==> config.mk <==
export PLATFORM = sky130hd
export DESIGN_NAME = base64_stream_encoder
export DESIGN_NICKNAME = d
export VERILOG_FILES = /design/src/hw/rtl/b64_pkg.sv /design/src/hw/rtl/b64_front.sv /design/src/hw/rtl/b64_queue.sv /design/src/hw/rtl/b64_back.sv /design/src/hw/rtl/base64_stream_encoder.sv
export SDC_FILE = /design/constraint.sdc
export NUM_CORES = 1
export LEC_CHECK = 0
export BUFFER_PORTS_ARGS = -buffer_cell sky130_fd_sc_hd__buf_4
export CORE_MARGIN = 5
export CORE_UTILIZATION = 51
export DETAILED_ROUTE_END_ITERATION = 12
export PLACE_DENSITY = 0.77
export SYNTH_ARGS = -nofsm -noshare
export SYNTH_HDL_FRONTEND = slang
export SYNTH_SLANG_ARGS = --single-unit
export TNS_END_PERCENT = 5
==> constraint.sdc <==
create_clock -name clk -period 8.8 [get_ports clk]
set_input_delay 1.76 -clock clk [delete_from_list [all_inputs] [get_ports clk]]
set_output_delay 1.76 -clock clk [all_outputs]
set_load 0.01 [all_outputs]
==> src/hw/rtl/b64_pkg.sv <==
// ----------------------------------------------------------------------------
// b64_pkg
// Shared types, constants and the character map for the base64 encoder.
// ----------------------------------------------------------------------------
package b64_pkg;

    localparam int QDEPTH = 2;
    localparam int QPTR_W = $clog2(QDEPTH);
    localparam int QCNT_W = $clog2(QDEPTH + 1);

    localparam logic [7:0] PAD_CHAR = 8'h3D;

    // number of real bytes in a group
    localparam logic [1:0] CNT_ONE   = 2'd1;
    localparam logic [1:0] CNT_TWO   = 2'd2;
    localparam logic [1:0] CNT_THREE = 2'd3;

    // character slot within a group, most significant slice first
    localparam logic [1:0] SLOT_0 = 2'd0;
    localparam logic [1:0] SLOT_1 = 2'd1;
    localparam logic [1:0] SLOT_2 = 2'd2;
    localparam logic [1:0] SLOT_3 = 2'd3;

    typedef struct packed {
        logic [23:0] bits;
        logic [1:0]  count;
        logic        last;
    } b64_group_t;

    function automatic logic [7:0] b64_char(input logic [5:0] v);
        logic [7:0] c;
        case (v) inside
            [6'd0:6'd25]:  c = 8'h41 + {2'b00, v};
            [6'd26:6'd51]: c = 8'h61 + {2'b00, v} - 8'd26;
            [6'd52:6'd61]: c = 8'h30 + {2'b00, v} - 8'd52;
            6'd62:         c = 8'h2B;
            default:       c = 8'h2F;
        endcase
        return c;
    endfunction

endpackage

==> src/hw/rtl/b64_front.sv <==
// ----------------------------------------------------------------------------
// b64_front
// Gathers input bytes into groups of up to three and closes a group on its
// third byte or on the last byte of a message.
// ----------------------------------------------------------------------------
module b64_front
    import b64_pkg::*;
(
    input  logic       clk,
    input  logic       rst_n,
    input  logic       s_tvalid,
    output logic       s_tready,
    input  logic [7:0] s_tdata,     // data_byte
    input  logic       s_tlast,     // last_byte
    output logic       push_valid,
    input  logic       push_ready,
    output b64_group_t push_group
);

    logic [15:0] held_reg, held_next;
    logic [1:0]  pos_reg, pos_next;
    logic [1:0]  pos_eff;
    logic [1:0]  count;
    logic        accept;
    logic        close;

    assign s_tready = push_ready;
    assign accept   = s_tvalid && s_tready;
    // position three never occurs; it restarts a group
    assign pos_eff  = (pos_reg == 2'd3) ? 2'd0 : pos_reg;
    assign count    = pos_eff + 2'd1;
    assign close    = (count == CNT_THREE) || s_tlast;

    always_comb
    begin
        held_next  = held_reg;
        pos_next   = pos_reg;
        push_group = '0;
        case (pos_eff)
            2'd0:    push_group.bits = {s_tdata, 16'h0000};
            2'd1:    push_group.bits = {held_reg[15:8], s_tdata, 8'h00};
            default: push_group.bits = {held_reg, s_tdata};
        endcase
        push_group.count = count;
        push_group.last  = s_tlast;
        if (accept)
        begin
            if (close)
            begin
                held_next = '0;
                pos_next  = 2'd0;
            end
            else
            begin
                held_next = (pos_eff == 2'd0) ? {s_tdata, 8'h00} : {held_reg[15:8], s_tdata};
                pos_next  = count;
            end
        end
    end

    assign push_valid = accept && close;

    always_ff @(posedge clk or negedge rst_n)
    begin
        if (!rst_n)
        begin
            held_reg <= '0;
            pos_reg  <= '0;
        end
        else
        begin
            held_reg <= held_next;
            pos_reg  <= pos_next;
        end
    end

endmodule

==> src/hw/rtl/b64_queue.sv <==
// ----------------------------------------------------------------------------
// b64_queue
// Short group queue between the byte gatherer and the character emitter.
// ----------------------------------------------------------------------------
module b64_queue
    import b64_pkg::*;
(
    input  logic       clk,
    input  logic       rst_n,
    input  logic       push_valid,
    output logic       push_ready,
    input  b64_group_t push_group,
    output logic       pop_valid,
    input  logic       pop_ready,
    output b64_group_t pop_group
);

    b64_group_t             mem_reg [QDEPTH];
    logic [QPTR_W-1:0]      wr_ptr_reg, wr_ptr_next;
    logic [QPTR_W-1:0]      rd_ptr_reg, rd_ptr_next;
    logic [QCNT_W-1:0]      cnt_reg, cnt_next;
    logic                   do_push;
    logic                   do_pop;

    assign push_ready = (cnt_reg != QCNT_W'(QDEPTH));
    assign pop_valid  = (cnt_reg != '0);
    assign pop_group  = mem_reg[rd_ptr_reg];
    assign do_push    = push_valid && push_ready;
    assign do_pop     = pop_valid && pop_ready;

    always_comb
    begin
        wr_ptr_next = wr_ptr_reg;
        rd_ptr_next = rd_ptr_reg;
        cnt_next    = cnt_reg;
        if (do_push)
            wr_ptr_next = (wr_ptr_reg == QPTR_W'(QDEPTH - 1)) ? '0 : wr_ptr_reg + 1'b1;
        if (do_pop)
            rd_ptr_next = (rd_ptr_reg == QPTR_W'(QDEPTH - 1)) ? '0 : rd_ptr_reg + 1'b1;
        if (do_push && !do_pop)
            cnt_next = cnt_reg + 1'b1;
        else if (!do_push && do_pop)
            cnt_next = cnt_reg - 1'b1;
    end

    always_ff @(posedge clk)
    begin
        if (do_push)
            mem_reg[wr_ptr_reg] <= push_group;
    end

    always_ff @(posedge clk or negedge rst_n)
    begin
        if (!rst_n)
        begin
            wr_ptr_reg <= '0;
            rd_ptr_reg <= '0;
            cnt_reg    <= '0;
        end
        else
        begin
            wr_ptr_reg <= wr_ptr_next;
            rd_ptr_reg <= rd_ptr_next;
            cnt_reg    <= cnt_next;
        end
    end

endmodule

==> src/hw/rtl/b64_back.sv <==
// ----------------------------------------------------------------------------
// b64_back
// Turns one queued group into four characters, one per cycle while m_tready holds, with padding.
// ----------------------------------------------------------------------------
module b64_back
    import b64_pkg::*;
(
    input  logic       clk,
    input  logic       rst_n,
    input  logic       pop_valid,
    output logic       pop_ready,
    input  b64_group_t pop_group,
    output logic       m_tvalid,
    input  logic       m_tready,
    output logic [7:0] m_tdata,     // out_char
    output logic       m_tlast      // last_char
);

    b64_group_t  grp_reg, grp_next;
    logic        busy_reg, busy_next;
    logic [1:0]  slot_reg, slot_next;
    logic        ovalid_reg, ovalid_next;
    logic [7:0]  ochar_reg, ochar_next;
    logic        olast_reg, olast_next;
    logic        load;
    logic        slot_done;
    logic [5:0]  slice;
    logic        pad;

    // output register takes a new character when empty or being drained
    assign load      = busy_reg && (!ovalid_reg || m_tready);
    assign slot_done = load && (slot_reg == SLOT_3);
    assign pop_ready = !busy_reg || slot_done;

    always_comb
    begin
        case (slot_reg)
            SLOT_0:  slice = grp_reg.bits[23:18];
            SLOT_1:  slice = grp_reg.bits[17:12];
            SLOT_2:  slice = grp_reg.bits[11:6];
            default: slice = grp_reg.bits[5:0];
        endcase
        pad = ((slot_reg == SLOT_2) && (grp_reg.count == CNT_ONE)) ||
              ((slot_reg == SLOT_3) && (grp_reg.count != CNT_THREE));
    end

    always_comb
    begin
        grp_next    = grp_reg;
        busy_next   = busy_reg;
        slot_next   = slot_reg;
        ovalid_next = ovalid_reg;
        ochar_next  = ochar_reg;
        olast_next  = olast_reg;
        if (ovalid_reg && m_tready)
            ovalid_next = 1'b0;
        if (load)
        begin
            ovalid_next = 1'b1;
            ochar_next  = pad ? PAD_CHAR : b64_char(slice);
            olast_next  = (slot_reg == SLOT_3) && grp_reg.last;
            slot_next   = slot_reg + 2'd1;
            if (slot_reg == SLOT_3)
                busy_next = 1'b0;
        end
        if (pop_valid && pop_ready)
        begin
            grp_next  = pop_group;
            busy_next = 1'b1;
            slot_next = SLOT_0;
        end
    end

    assign m_tvalid = ovalid_reg;
    assign m_tdata  = ochar_reg;
    assign m_tlast  = olast_reg;

    always_ff @(posedge clk)
    begin
        grp_reg   <= grp_next;
        ochar_reg <= ochar_next;
        olast_reg <= olast_next;
    end

    always_ff @(posedge clk or negedge rst_n)
    begin
        if (!rst_n)
        begin
            busy_reg   <= 1'b0;
            slot_reg   <= SLOT_0;
            ovalid_reg <= 1'b0;
        end
        else
        begin
            busy_reg   <= busy_next;
            slot_reg   <= slot_next;
            ovalid_reg <= ovalid_next;
        end
    end

endmodule

==> src/hw/rtl/base64_stream_encoder.sv <==
// A closing byte passes the group queue, group register and output register
// before its first character shows. Throughput: 4 characters per group, one
// per cycle from the output register while m_tready holds; bytes that do not
// close a group are taken every cycle while the 2-entry group queue has room.
// Reset: rst_n clears group position, held bytes, queue and output valid.
// ----------------------------------------------------------------------------
// base64_stream_encoder
// Streaming base64 encoder with '=' padding on the last group of a message.
// ----------------------------------------------------------------------------
module base64_stream_encoder
    import b64_pkg::*;
(
    input  logic       clk,
    input  logic       rst_n,
    input  logic       s_tvalid,
    output logic       s_tready,
    input  logic [7:0] s_tdata,     // data_byte
    input  logic       s_tlast,     // last_byte
    output logic       m_tvalid,
    input  logic       m_tready,
    output logic [7:0] m_tdata,     // out_char
    output logic       m_tlast      // last_char
);

    logic       push_valid;
    logic       push_ready;
    b64_group_t push_group;
    logic       pop_valid;
    logic       pop_ready;
    b64_group_t pop_group;

    b64_front u_front (
        .clk        (clk),
        .rst_n      (rst_n),
        .s_tvalid   (s_tvalid),
        .s_tready   (s_tready),
        .s_tdata    (s_tdata),
        .s_tlast    (s_tlast),
        .push_valid (push_valid),
        .push_ready (push_ready),
        .push_group (push_group)
    );

    b64_queue u_queue (
        .clk        (clk),
        .rst_n      (rst_n),
        .push_valid (push_valid),
        .push_ready (push_ready),
        .push_group (push_group),
        .pop_valid  (pop_valid),
        .pop_ready  (pop_ready),
        .pop_group  (pop_group)
    );

    b64_back u_back (
        .clk       (clk),
        .rst_n     (rst_n),
        .pop_valid (pop_valid),
        .pop_ready (pop_ready),
        .pop_group (pop_group),
        .m_tvalid  (m_tvalid),
        .m_tready  (m_tready),
        .m_tdata   (m_tdata),
        .m_tlast   (m_tlast)
    );

endmodule

# Word-level counts from Yosys, hierarchy flattened
# Memory sizes are Yosys's and may differ from the RTL's. A register that Yosys moved wholly into a read port is not among the register bits.
# Cells that the tools add are included.
[totals]
out_inout_bits = 11
mem_bits_rw = 54
wordCells = 95
regBits = 35
mem_count = 1
[op_classes]
n_reduce_logical = 33
n_addsub = 11
n_eq_ne = 10
magnitude_cmp = 6
mux = 23
[mem_list]
columns = ["memory", "depth", "word_bits", "read_ports", "rd_clocked_by_memory_dff", "write_ports", "line", "source"]
rows = [
  ["u_queue.mem_reg", 2, 27, 1, 1, 1, "b64_queue.sv:18", "b64_group_t mem_reg [QDEPTH];"],
]
[op_table]
columns = ["cell", "n"]
rows = [
  ["24-bit case mux with 2 select lines", 1],
  ["16-bit two-way mux", 2],
  ["8-bit two-way mux", 3],
  ["6-bit case mux with 3 select lines", 1],
  ["7-bit by 6-bit adder with 8-bit output (first input constant)", 2],
  ["1-bit logical AND", 15],
  ["6-bit less-or-equal comparator (second input constant)", 2],
  ["2-bit two-way mux", 6],
  ["2-bit nonzero test", 6],
  ["1-bit two-way mux", 9],
  ["2-bit == test (second input constant)", 4],
  ["8-bit by 5-bit subtractor with 8-bit output (second input constant)", 1],
  ["8-bit by 6-bit subtractor with 8-bit output (second input constant)", 1],
  ["6-bit by 6-bit adder with 7-bit output (first input constant)", 1],
  ["2-bit by 1-bit adder with 2-bit output (second input constant)", 3],
  ["2-bit by 1-bit == test with 1-bit output (second input constant)", 3],
  ["6-bit == test (second input constant)", 1],
  ["6-bit by 1-bit >= comparator with 1-bit output (second input constant)", 1],
  ["6-bit by 5-bit >= comparator with 1-bit output (second input constant)", 1],
  ["6-bit >= comparator (second input constant)", 1],
  ["6-bit by 5-bit less-or-equal comparator with 1-bit output (second input constant)", 1],
  ["1-bit zero test", 4],
  ["2-bit zero test", 2],
  ["1-bit logical OR", 4],
  ["5 further kinds", 8],
]

# Depth between registers and ports, before layout
# Gate-level depths: netlist (run 1).
[depth]
word_depth = 11
depth_mapped = 12

# Hierarchy
# From an unflattened synthesis (run 1), not the netlist that was laid out.
[hier_totals]
hier_cells = 376
area_unflattened_um2 = 5266.3
[by_module_without_submodules]
columns = ["module", "cells_each", "area_each_um2", "seq_area_each_um2", "instances"]
rows = [
  ["b64_queue", 102, 2242.2, 1721.7, 1],
  ["b64_back", 146, 1941.9, 1181.1, 1],
  ["b64_front", 128, 1082.3, 450.4, 1],
]

# Worst setup path before layout (run 1)
# OpenSTA, ideal clock, no wires.
[synth_path]
path_type = "input to register"
from = "input port s_tvalid"
to = "memory u_queue.mem_reg[0][0] in the netlist's numbering, enable pin"
arrival_ns = 4.009
required_ns = 8.355
n_path_buf = 1
cell_stages = 3
path_slack_ns = 4.346
path_cell_list = "nand2_1 > clkbuf_1 > nor3_1"
[synth_between]
elab_chain_len = 5
[synth_lines]
columns = ["element", "line", "source"]
rows = [
  ["start: declaration", "base64_stream_encoder.sv:15", "input logic s_tvalid,"],
  ["1-bit logical AND", "b64_front.sv:28", "assign accept = s_tvalid && s_tready;"],
  ["1-bit logical AND", "b64_front.sv:61", "assign push_valid = accept && close;"],
  ["1-bit logical AND", "b64_queue.sv:28", "assign do_push = push_valid && push_ready;"],
  ["1-bit two-way mux", "b64_queue.sv:48", "if (do_push)"],
  ["1-bit two-way mux (not written as such)", "b64_queue.sv:49", "mem_reg[wr_ptr_reg] <= push_group;"],
  ["end: declaration", "b64_queue.sv:18", ""],
]
# Every way passes these cells.

# Final worst setup path (run 1)
[layout_path]
from = "register u_back.slot_reg[0]"
to = "register u_back.ochar_reg[0] (netlist: u_back.m_tdata[0]), data pin"
[layout_between]
elab_chain_len = 7
[layout_lines]
columns = ["element", "line", "source"]
rows = [
  ["start: declaration", "b64_back.sv:21", "logic [1:0] slot_reg, slot_next;"],
  ["start signal: assignment", "b64_back.sv:96", "slot_reg <= slot_next;"],
  ["2-bit == test, or another cell as far along", "b64_back.sv:37, b64_back.sv:43", ""],
  ["6-bit case mux with 3 select lines", "b64_back.sv:37", "case (slot_reg)"],
  ["6-bit by 6-bit adder with 7-bit output, or another cell as far along", "b64_pkg.sv:35", "[6'd52:6'd61]: c = 8'h30 + {2'b00, v} - 8'd52;"],
  ["8-bit by 6-bit subtractor with 8-bit output or 1-bit logical AND (tied branches)", "b64_pkg.sv:35, b64_back.sv:60", ""],
  ["8-bit two-way mux (3 in series)", "b64_pkg.sv:32", "case (v) inside"],
  ["end signal: assignment", "b64_back.sv:81", "ochar_reg <= ochar_next;"],
  ["end: declaration", "b64_back.sv:23", "logic [7:0] ochar_reg, ochar_next;"],
]
# Parallel ways exist; a longest one is shown, timed or not.
# A chain may end at the register's enable or synchronous reset.

==> impl_results.md, run 1 <==
* CP required at 9.04 ns
* Avg WL per Cell at 17.3 um
* Port Buffers at 23
* Drt total wl at 9.35 mm
* Crit end category: flop
* CP Class: flop to flop
* WHS at 0.482 ns
* Final Max Tran Viols at 0
* Highest Clock Rate at 0.299 GHz
* Unrepaired setup endpoints after global routing: no
* Post-CTS Setup Inserts at 0
* Vert. Die Dim at 111 um
* Number of synthesized flops with an enable pin at 90
* RePlAce Congestion at 0.942
* Post-route minimum period at 3.34 ns
* H-tree levels at 4
* P&R area growth vs syn at 17.4%
* Starting density of the core at 52.7%
* Vias per cell at 5.60
* Core Box Area at 9820 sq um
* Pwr Density at 418 nW/um^2
* Clk_skew at 0.0105 ns
* First-pass GRT wire length at 15.9 mm
* Ys Warns at 0
* Critical Path Start Type: flop
* R2R Setup Slk at 5.46 ns
* Seq/Total Area, Yosys at 64.8%
* Status: finished clean
* Tightest Pin Transition at 1.32 ns
* Max-cap violations at 0
* First drt pass iteration count at 5
* Ant diodes at 0
* Fraction of layout cells with a size suffix above 1 at 24.0%
* TritonCTS clock tree: done
* Placed inst area at 5480 sq um
* Async set-reset flop share out of synthesis at 22.4%
* Crit-path cells: inv_1, ha_1, a22oi_1, o2bb2ai_1, ha_1, and3b_1, a41oi_1, and3_1, o21a_1, a21oi_1, or3_1
* Detail Route Antenna Nets at 0
* Place WS at 5.27 ns
* Critical path peak fanout at 8
* Final WS setup at 5.46 ns
* Fin area at 6080 sq um
* Leak at 0.00232 uW
* Period utilization at 38.0%
* Endpoints failing setup at 0
* Vias at 3033
* Peak supply drop at 0.285 mV
* Number of global-route vias before repair at 3194
* Initial antenna violation count at 0
* Crit path DAT at 3.58 ns
* CTS Buffer Depth at 2
* Post-DP HPWL at 6.36 mm
* Largest register FFs at 54
* GRT overflow at 0
* Top FF cell, synth: edfxtp_1
* Gate Count Post-Synth at 362
* Critical-path top delay cell: dfrtp_1
* Cell area after synthesis at 5180 sq um
* Clock Tree Root: clkbuf_8
* Worst-Skew Late Latency at 0.50 ns
* Die X at 111 um
* Die ar. at 12300 sq um
* Final net count at 426
* Synth cell types at 50
* Sink Count at 116
* Max-slew headroom at 11.2%
* Syn Area/Cell at 14.3 sq um
* Post-CTS Resized at 0
* TritonCTS Buffers at 17
* Critical path's most frequent cell: ha_1
* DR DRC count at 0
* Worst Hold Class: flop to flop
* # hold bufs at CTS at 0
* Reg clk slew, reported paths at 0.06 ns
* Largest net degree at the start of global routing at 32
* Crit path largest cell delay at 0.40 ns
* Core Rows at 36
* Mapped Nets at 392
* Io pins at 24
* Gr usage total at 16.3%
* Initial DRC Count at 215
* Post-route setup TNS at 0 ns
* Total Power at 2540 uW
* Number of synthesized register bits at 116
* Fin. Hold Viols at 0
==> path summary, 6_finish.rpt <==
check | from | cells after the start | end
max reg2reg | u_back.slot_reg[0]$_DFFE_PN0P_ | 11 | u_back.m_tdata[0]$_SDFFCE_PP1P_
min reg2reg | u_front.held_reg[8]$_DFFE_PN0P_ | 2 | u_front.held_reg[8]$_DFFE_PN0P_
max | u_back.slot_reg[0]$_DFFE_PN0P_ | 11 | u_back.m_tdata[0]$_SDFFCE_PP1P_
min | u_front.held_reg[8]$_DFFE_PN0P_ | 2 | u_front.held_reg[8]$_DFFE_PN0P_
min in group asynchronous | rst_n | 1 | u_front.held_reg[8]$_DFFE_PN0P_
max in group asynchronous | rst_n | 1 | u_queue.rd_ptr_reg$_DFFE_PN0P_
==> report_power, final <==
| part | internal (uW) | switching, uW | leakage (uW) | total (uW) |
|---|---|---|---|---|
| Clock | 432 | 239 | 0.000277 | 671 |
| Combinational | 399 | 580 | 0.000873 | 979 |
| Sequential | 811 | 80.5 | 0.00117 | 892 |
==> placed cells by master, fill, tap and decap left out, types with 2 or more instances in the layout <==
cell type and count:
a21o_1 3, a21oi_1 9, a21oi_2 3, a222oi_1 4, a22o_1 24, a22oi_1 3, a32oi_1 2, a41oi_1 2
and2_1 10, and3_1 2, buf_4 26, bufinv_16 3, clkbuf_16 16, clkinv_2 2, clkinv_4 3, clkinvlp_4 5
dfrtp_1 26, edfxtp_1 90, ha_1 17, inv_1 15, inv_6 2, mux2_2 28, mux2_4 2, mux2i_1 3
nand2_1 25, nand2b_1 4, nand3_1 7, nor2_1 17, nor2b_1 2, nor3_1 4, nor3_2 2, nor4_1 2
o2111ai_1 2, o211ai_1 2, o21ai_0 12, o2bb2ai_1 2, o31ai_1 2, xnor2_1 6, xor2_1 6
==> cell usage after synthesis (3+ instances only) <==
cell	count	share of area, %
ha_1	17	4.1
and2_1	10	1.2
xnor2_1	6	1.0
nand2_1	25	1.8
clkbuf_1	7	0.51
a222oi_1	4	0.77
a22o_1	24	4.1
o21ai_0	12	1.2
edfxtp_1	90	52
xor2_1	6	1.0
a21oi_1	10	0.97
dfrtp_1	26	13
nand2b_1	4	0.48
nand3_1	7	0.68
a21o_1	3	0.43
inv_1	15	1.1
nor2_1	17	1.2
a22oi_1	3	0.43
mux2_2	28	6.1
mux2i_1	3	0.58
nor3_1	5	0.48
==> cell type report <==
class	instances	area (sq um)
clock buffer	17	414
clock inverter	15	181
fill	723	3740
inverter	16	60.1
multi-input combinational	219	1710
sequential	116	3350
tap	133	166
timing repair buffer	26	195
==> logic make-up (layout without fill, tap and decap cells) <==
logic type / Yosys count / count (layout) / synth area share [%]
flops: 116 / 116 / 64.8
buf+inv: 27 / 74 / 2.39
fa+ha+maj: 17 / 17 / 4.11
compound gates: 77 / 77 / 12.0
xor+xnor: 12 / 12 / 2.03
mux: 33 / 33 / 7.25
simple gates: 80 / 80 / 7.49
==> per-stage QoR <==
step | utilization (%) | cells
floorplan | - | 362
detailed placement | 55.8 | 510
global route | 61.9 | 542
global placement | 55.8 | 510
CTS | 61.9 | 542
finish | 61.9 | 542
==> layer usage <==
| metal | track usage [%] | part of all wire [%] | vias to the layer above |
|---|---|---|---|
| met5 | 0 | 0 | - |
| met1 | 20.0 | 44 | 1494 |
| met3 | 4.42 | 3.8 | 12 |
| met4 | 6.81 | 1.2 | 0 |
| met2 | 27.2 | 51 | 80 |
| li1 | - | - | 1447 |
==> critical path, delay by kind of cell, from the launching register on <==
| family | cells | cell delay [ns] |
|---|---|---|
| AO/OA/AOI/OAI | 5 | 1.09 |
| adder cells (fa/ha/maj) | 2 | 0.71 |
| buffers and inverters | 1 | 0.14 |
| flip-flops | 1 | 0.40 |
| AND/OR/NAND/NOR | 3 | 0.75 |
Power figures use the tool's default switching activity.
==> run 2, diff against run 1 <==
==> constraint.sdc (replaced) <==
create_clock -name clk -period 3.3 [get_ports clk]
set_input_delay 0.66 -clock clk [delete_from_list [all_inputs] [get_ports clk]]
set_output_delay 0.66 -clock clk [all_outputs]
set_load 0.01 [all_outputs]
==> impl_results.md, run 2 (same netlist as run 1, synthesis figures left out) <==
* Status: finished clean (unchanged)
* Largest net degree at the start of global routing at 31 (was 32)
* Clk_skew at 0.00893 ns (was 0.0105 ns)
* DR DRC count at 0 (unchanged)
* Initial antenna violation count at 0 (unchanged)
* Die ar. at 12300 sq um (unchanged)
* Unrepaired setup endpoints after global routing: yes (was no)
* Critical Path Start Type: flop (unchanged)
* Placed inst area at 5540 sq um (was 5480 sq um)
* Vias at 3051 (was 3033)
* Place WS at 0.199 ns (was 5.27 ns)
* P&R area growth vs syn at 18.3% (was 17.4%)
* Starting density of the core at 52.7% (unchanged)
* TritonCTS clock tree: done (unchanged)
* Core Rows at 36 (unchanged)
* Leak at 0.00234 uW (was 0.00232 uW)
* Drt total wl at 9.63 mm (was 9.35 mm)
* Peak supply drop at 0.701 mV (was 0.285 mV)
* Max-slew headroom at 25.1% (was 11.2%)
* # hold bufs at CTS at 0 (unchanged)
* First drt pass iteration count at 5 (unchanged)
* Tightest Pin Transition at 1.12 ns (was 1.32 ns)
* CP Class: flop to flop (unchanged)
* First-pass GRT wire length at 16.6 mm (was 15.9 mm)
* Post-CTS Setup Inserts at 0 (unchanged)
* Io pins at 24 (unchanged)
* Register area at 3350 sq um (unchanged)
* Endpoints failing setup at 0 (unchanged)
* Post-route minimum period at 3.10 ns (was 3.34 ns)
* Core Box Area at 9820 sq um (unchanged)
* Most common cell after layout, fill and taps aside: edfxtp_1 (unchanged)
* Vert. Die Dim at 111 um (unchanged)
* Multi-input logic area at 1720 sq um (was 1710 sq um)
* Ant diodes at 0 (unchanged)
* WHS at 0.0697 ns (was 0.482 ns)
* Clock Tree Root: clkbuf_8 (unchanged)
* CTS Buffer Depth at 2 (unchanged)
* Most frequent cells in the layout: edfxtp_1 (90), buf_4 (33), mux2_2 (28) (was edfxtp_1 (90), mux2_2 (28), buf_4 (26), dfrtp_1 (26), nand2_1 (25))
* Reg clk slew, reported paths at 0.06 ns (about the same)
* CP required at 3.54 ns (was 9.04 ns)
* Number of global-route vias before repair at 3213 (was 3194)
* Detail Route Antenna Nets at 0 (unchanged)
* Post-CTS Resized at 0 (unchanged)
* H-tree levels at 4 (unchanged)
* TritonCTS Buffers at 17 (unchanged)
* Gr usage total at 17.1% (was 16.3%)
* Max-cap violations at 0 (unchanged)
* Total Power at 6860 uW (was 2540 uW)
* Fraction of layout cells with a size suffix above 1 at 24.8% (was 24.0%)
* Die X at 111 um (unchanged)
* Crit end category: flop (unchanged)
* Post-DP HPWL at 6.66 mm (was 6.36 mm)
* Highest Clock Rate at 0.322 GHz (was 0.299 GHz)
* Crit path DAT at 3.34 ns (was 3.58 ns)
* Critical path peak fanout at 7 (was 8)
* GRT overflow at 0 (unchanged)
* Final WS setup at 0.198 ns (was 5.46 ns)
* Worst-Skew Late Latency at 0.50 ns (about the same)
* Avg WL per Cell at 17.5 um (was 17.3 um)
* Final Max Tran Viols at 0 (unchanged)
* Initial DRC Count at 193 (was 215)
* Final net count at 433 (was 426)
* Port Buffers at 23 (unchanged)
* Sink Count at 116 (unchanged)
* RePlAce Congestion at 0.833 (was 0.942)
* Pwr Density at 1120 nW/um^2 (was 418 nW/um^2)
* Largest register FFs at 54 (unchanged)
* Fillers at 737 (was 723)
* Fin. Hold Viols at 0 (unchanged)
* End-of-flow core utilization at 62.4% (was 61.9%)
* Worst Hold Class: primary input to async pin (was flop to flop)
* Fin area at 6130 sq um (was 6080 sq um)
* Period utilization at 94.0% (was 38.0%)
* Vias per cell at 5.56 (was 5.60)
## run 2: cell count changes in the layout (fill, tap and decap cells not counted)
| cell | previous run | this run |
|---|---|---|
| clkinv_1 | 0 | 4 |
| inv_6 | 2 | 0 |
| ha_1 | 17 | 15 |
| ha_2 | 0 | 2 |
| clkinv_4 | 3 | 2 |
| clkinv_2 | 2 | 1 |
| nor3_2 | 2 | 1 |
| nor3_4 | 0 | 1 |
| buf_4 | 26 | 33 |
## run 2: per-layer routing
metal | track usage [%] | vias to the layer above | routed length, um
met4 | 5.75 | 0 | 93
met3 | 4.64 | 4 | 275
li1 | - | 1465 | -
met2 | 28.3 | 54 | 5060
met5 | 0 | - | 0
met1 | 21.8 | 1528 | 4210
## run 2: path summary, 6_finish.rpt
path	from	endpoint	slack, ns	cells past startpoint
setup / recovery	u_back.slot_reg[0]$_DFFE_PN0P_	u_back.m_tdata[0]$_SDFFCE_PP1P_	0.20	11
hold reg to reg	u_front.held_reg[11]$_DFFE_PN0P_	u_front.held_reg[11]$_DFFE_PN0P_	0.49	2
hold / removal	rst_n	u_front.held_reg[7]$_DFFE_PN0P_	0.07	1
min in group clk	s_tlast	u_queue.mem_reg[0][0]$_DFFE_PP_	0.41	1
max in group asynchronous	rst_n	u_back.busy_reg$_DFFE_PN0P_	2.96	1
setup reg to reg	u_back.slot_reg[0]$_DFFE_PN0P_	u_back.m_tdata[0]$_SDFFCE_PP1P_	0.20	11
## run 2: area by class of cell
class / count / area share (%)
Multi-Input combinational cell: 219 / 28.1
Clock inverter: 15 / 2.70
Inverter: 16 / 0.980
Timing Repair Buffer: 33 / 4.04
Tap cell: 133 / 2.72
Sequential cell: 116 / 54.7
Clock buffer: 17 / 6.76
## run 2: worst max-delay path, cell delays in order (launching register included)
cell and delay (ns):
dfrtp_1 0.40, inv_1 0.13, ha_1 0.32, a22oi_1 0.11, o2bb2ai_1 0.19, ha_1 0.30
and3b_1 0.19, a41oi_1 0.28, and3_1 0.24, o21a_1 0.26, a21oi_1 0.12, or3_1 0.31
## run 2: per-stage QoR
| stage | std cells | setup TNS [ns] |
|---|---|---|
| after floorplan | 362 | 0 |
| after global placement | 517 | 0 |
| after detailed placement | 517 | 0 |
| after CTS | 549 | 0 |
| after global routing | 549 | -0.00646 |
| final | 549 | 0 |
## run 2: where the power goes
| part | switching (uW) | internal [uW] |
|---|---|---|
| sequential | 217 | 2160 |
| combinational | 1580 | 1140 |
| clock | 621 | 1140 |
| total | 2410 | 4440 |
==> run 3, diff against run 2 <==
--- a/config.mk
+++ b/config.mk
@@ -9,6 +9,7 @@
 export CORE_MARGIN = 5
 export CORE_UTILIZATION = 51
 export DETAILED_ROUTE_END_ITERATION = 12
+export MAX_ROUTING_LAYER = met4
 export PLACE_DENSITY = 0.77
 export SYNTH_ARGS = -nofsm -noshare
 export SYNTH_HDL_FRONTEND = slang
==> impl_results.md, run 3 (same netlist as run 1, synthesis figures left out) <==
* Vias at 3070 (was 3051)
* Period utilization at 92.8% (was 94.0%)
* Crit path DAT at 3.31 ns (was 3.34 ns)
* Highest Clock Rate at 0.326 GHz (was 0.322 GHz)
* Worst Hold Class: primary input to async pin (unchanged)
* H-tree levels at 4 (unchanged)
* Unrepaired setup endpoints after global routing: no (was yes)
* Crit end category: flop (unchanged)
* Placed Cells at 517 (unchanged)
* DR DRC count at 0 (unchanged)
* GRT overflow at 0 (unchanged)
* CTS Buffer Depth at 2 (unchanged)
* Critical-path top delay cell: dfrtp_1 (unchanged)
* Gr usage total at 17.6% (was 17.1%)
* Starting density of the core at 52.7% (unchanged)
* Fin. Hold Viols at 0 (unchanged)
* Register area at 3350 sq um (unchanged)
* Placed inst area at 5540 sq um (unchanged)
* Max-slew headroom at 42.7% (was 25.1%)
* WHS at 0.0636 ns (was 0.0697 ns)
* Largest net degree at the start of global routing at 31 (unchanged)
* Vert. Die Dim at 111 um (unchanged)
* Sink Count at 116 (unchanged)
* Initial antenna violation count at 0 (unchanged)
* Most common cell after layout, fill and taps aside: edfxtp_1 (unchanged)
* Critical path peak fanout at 8 (was 7)
* Leak at 0.00235 uW (was 0.00234 uW)
* CP required at 3.55 ns (was 3.54 ns)
* Ant diodes at 0 (unchanged)
* Initial DRC Count at 242 (was 193)
* Final WS setup at 0.236 ns (was 0.198 ns)
* Multi-input logic area at 1720 sq um (unchanged)
* First-pass GRT wire length at 16.3 mm (was 16.6 mm)
* Reg clk slew, reported paths at 0.05 ns (was 0.06 ns)
* First drt pass iteration count at 5 (unchanged)
* RePlAce Congestion at 0.821 (was 0.833)
* Most frequent cells in the layout: edfxtp_1 (90), buf_4 (36), mux2_2 (28) (was edfxtp_1 (90), buf_4 (33), mux2_2 (28))
* Final net count at 436 (was 433)
* Avg WL per Cell at 17.5 um (about the same)
* CP Class: flop to flop (unchanged)
* Fillers at 757 (was 737)
* Detail Route Antenna Nets at 0 (unchanged)
* Max-cap violations at 0 (unchanged)
* TritonCTS Buffers at 17 (unchanged)
* Clock Tree Root: clkbuf_8 (unchanged)
* Post-route minimum period at 3.06 ns (was 3.10 ns)
* Die X at 111 um (unchanged)
* Largest register FFs at 54 (unchanged)
* Vias per cell at 5.56 (about the same)
* Io pins at 24 (unchanged)
* Number of global-route vias before repair at 3128 (was 3213)
* Clk_skew at 0.00531 ns (was 0.00893 ns)
* Worst-Skew Late Latency at 0.51 ns (was 0.50 ns)
* Status: finished clean (unchanged)
* Non-filler cells, final at 552 (was 549)
* Pwr Density at 1100 nW/um^2 (was 1120 nW/um^2)
* Port Buffers at 23 (unchanged)
* # hold bufs at CTS at 0 (unchanged)
* Critical Path Start Type: flop (unchanged)
* TritonCTS clock tree: done (unchanged)
* Post-DP HPWL at 6.69 mm (was 6.66 mm)
* Fraction of layout cells with a size suffix above 1 at 24.6% (was 24.8%)
* Place WS at 0.149 ns (was 0.199 ns)
* Peak supply drop at 0.558 mV (was 0.701 mV)
* Core Box Area at 9820 sq um (unchanged)
* Crit-path cells: inv_1, ha_2, a22oi_1, o2bb2ai_1, ha_1, and3b_1, a41oi_1, and3_1, o21a_1, a21oi_1, or3_1 (was inv_1, ha_1, a22oi_1, o2bb2ai_1, ha_1, and3b_1, a41oi_1, and3_1, o21a_1, a21oi_1, or3_1)
* Post-route setup TNS at 0 ns (unchanged)
* Tightest Pin Transition at 0.853 ns (was 1.12 ns)
* Crit path largest cell delay at 0.40 ns (about the same)
* Drt total wl at 9.69 mm (was 9.63 mm)
* Core Rows at 36 (unchanged)
* Final Max Tran Viols at 0 (unchanged)
* Endpoints failing setup at 0 (unchanged)
* Fin area at 6090 sq um (was 6130 sq um)
* Die ar. at 12300 sq um (unchanged)
* P&R area growth vs syn at 17.5% (was 18.3%)
## run 3: routing by layer
| metal | part of all wire (%) | up-vias | GRT usage [%] |
|---|---|---|---|
| met5 | 0 | - | - |
| met1 | 42 | 1495 | 20.9 |
| met3 | 4.3 | 17 | 5.02 |
| li1 | - | 1463 | - |
| met2 | 51 | 95 | 27.4 |
| met4 | 2.5 | 0 | 8.87 |
## run 3: what timing repair did
item | CTS | global route
hold endpoints to repair | 0 | 0
resized for setup | 0 | 2
buffers inserted | 0 | 3
endpoints found under the setup margin | 0 | 3
## run 3: report_power, final
part           internal, uW  switching [uW]
combinational          1170            1670
clock                   985             560
sequential             2170             150
total                  4320            2380
## run 3: final timing paths
path                                                  from  slack (ns)                              end  cells after the start
max                         u_back.slot_reg[0]$_DFFE_PN0P_        0.24  u_back.m_tdata[0]$_SDFFCE_PP1P_                     11
min                                                  rst_n        0.06  u_front.held_reg[7]$_DFFE_PN0P_                      1
min in group clk                                   s_tlast        0.39  u_queue.mem_reg[0][0]$_DFFE_PP_                      1
min reg2reg                u_front.held_reg[8]$_DFFE_PN0P_        0.48  u_front.held_reg[8]$_DFFE_PN0P_                      2
max reg2reg                 u_back.slot_reg[0]$_DFFE_PN0P_        0.24  u_back.m_tdata[0]$_SDFFCE_PP1P_                     11
max in group asynchronous                            rst_n        2.97   u_queue.rd_ptr_reg$_DFFE_PN0P_                      1
## run 3: final cells by class
cell class / count / area share [%]
sequential: 116 / 55.1
clock buffer: 25 / 7.96
inverter: 16 / 0.987
multi-input combinational: 219 / 28.3
tap: 133 / 2.73
clock inverter: 7 / 0.514
timing repair buffer: 36 / 4.44
## run 3: worst max-delay path, delay by kind of cell (launching register included)
kind / cells / cell delay [ns]
buffers and inverters: 1 / 0.13
adder cells (fa/ha/maj): 2 / 0.58
AND/OR/NAND/NOR: 3 / 0.76
AO/OA/AOI/OAI: 5 / 0.93
flip-flops: 1 / 0.40
## run 3: through the flow
stage	total power [uW]	util, %
after global placement	5070	56.4
final	6700	62.0
after detailed placement	5110	56.4
after floorplan	4360	-
after global routing	7130	62.0
after CTS	6670	61.7
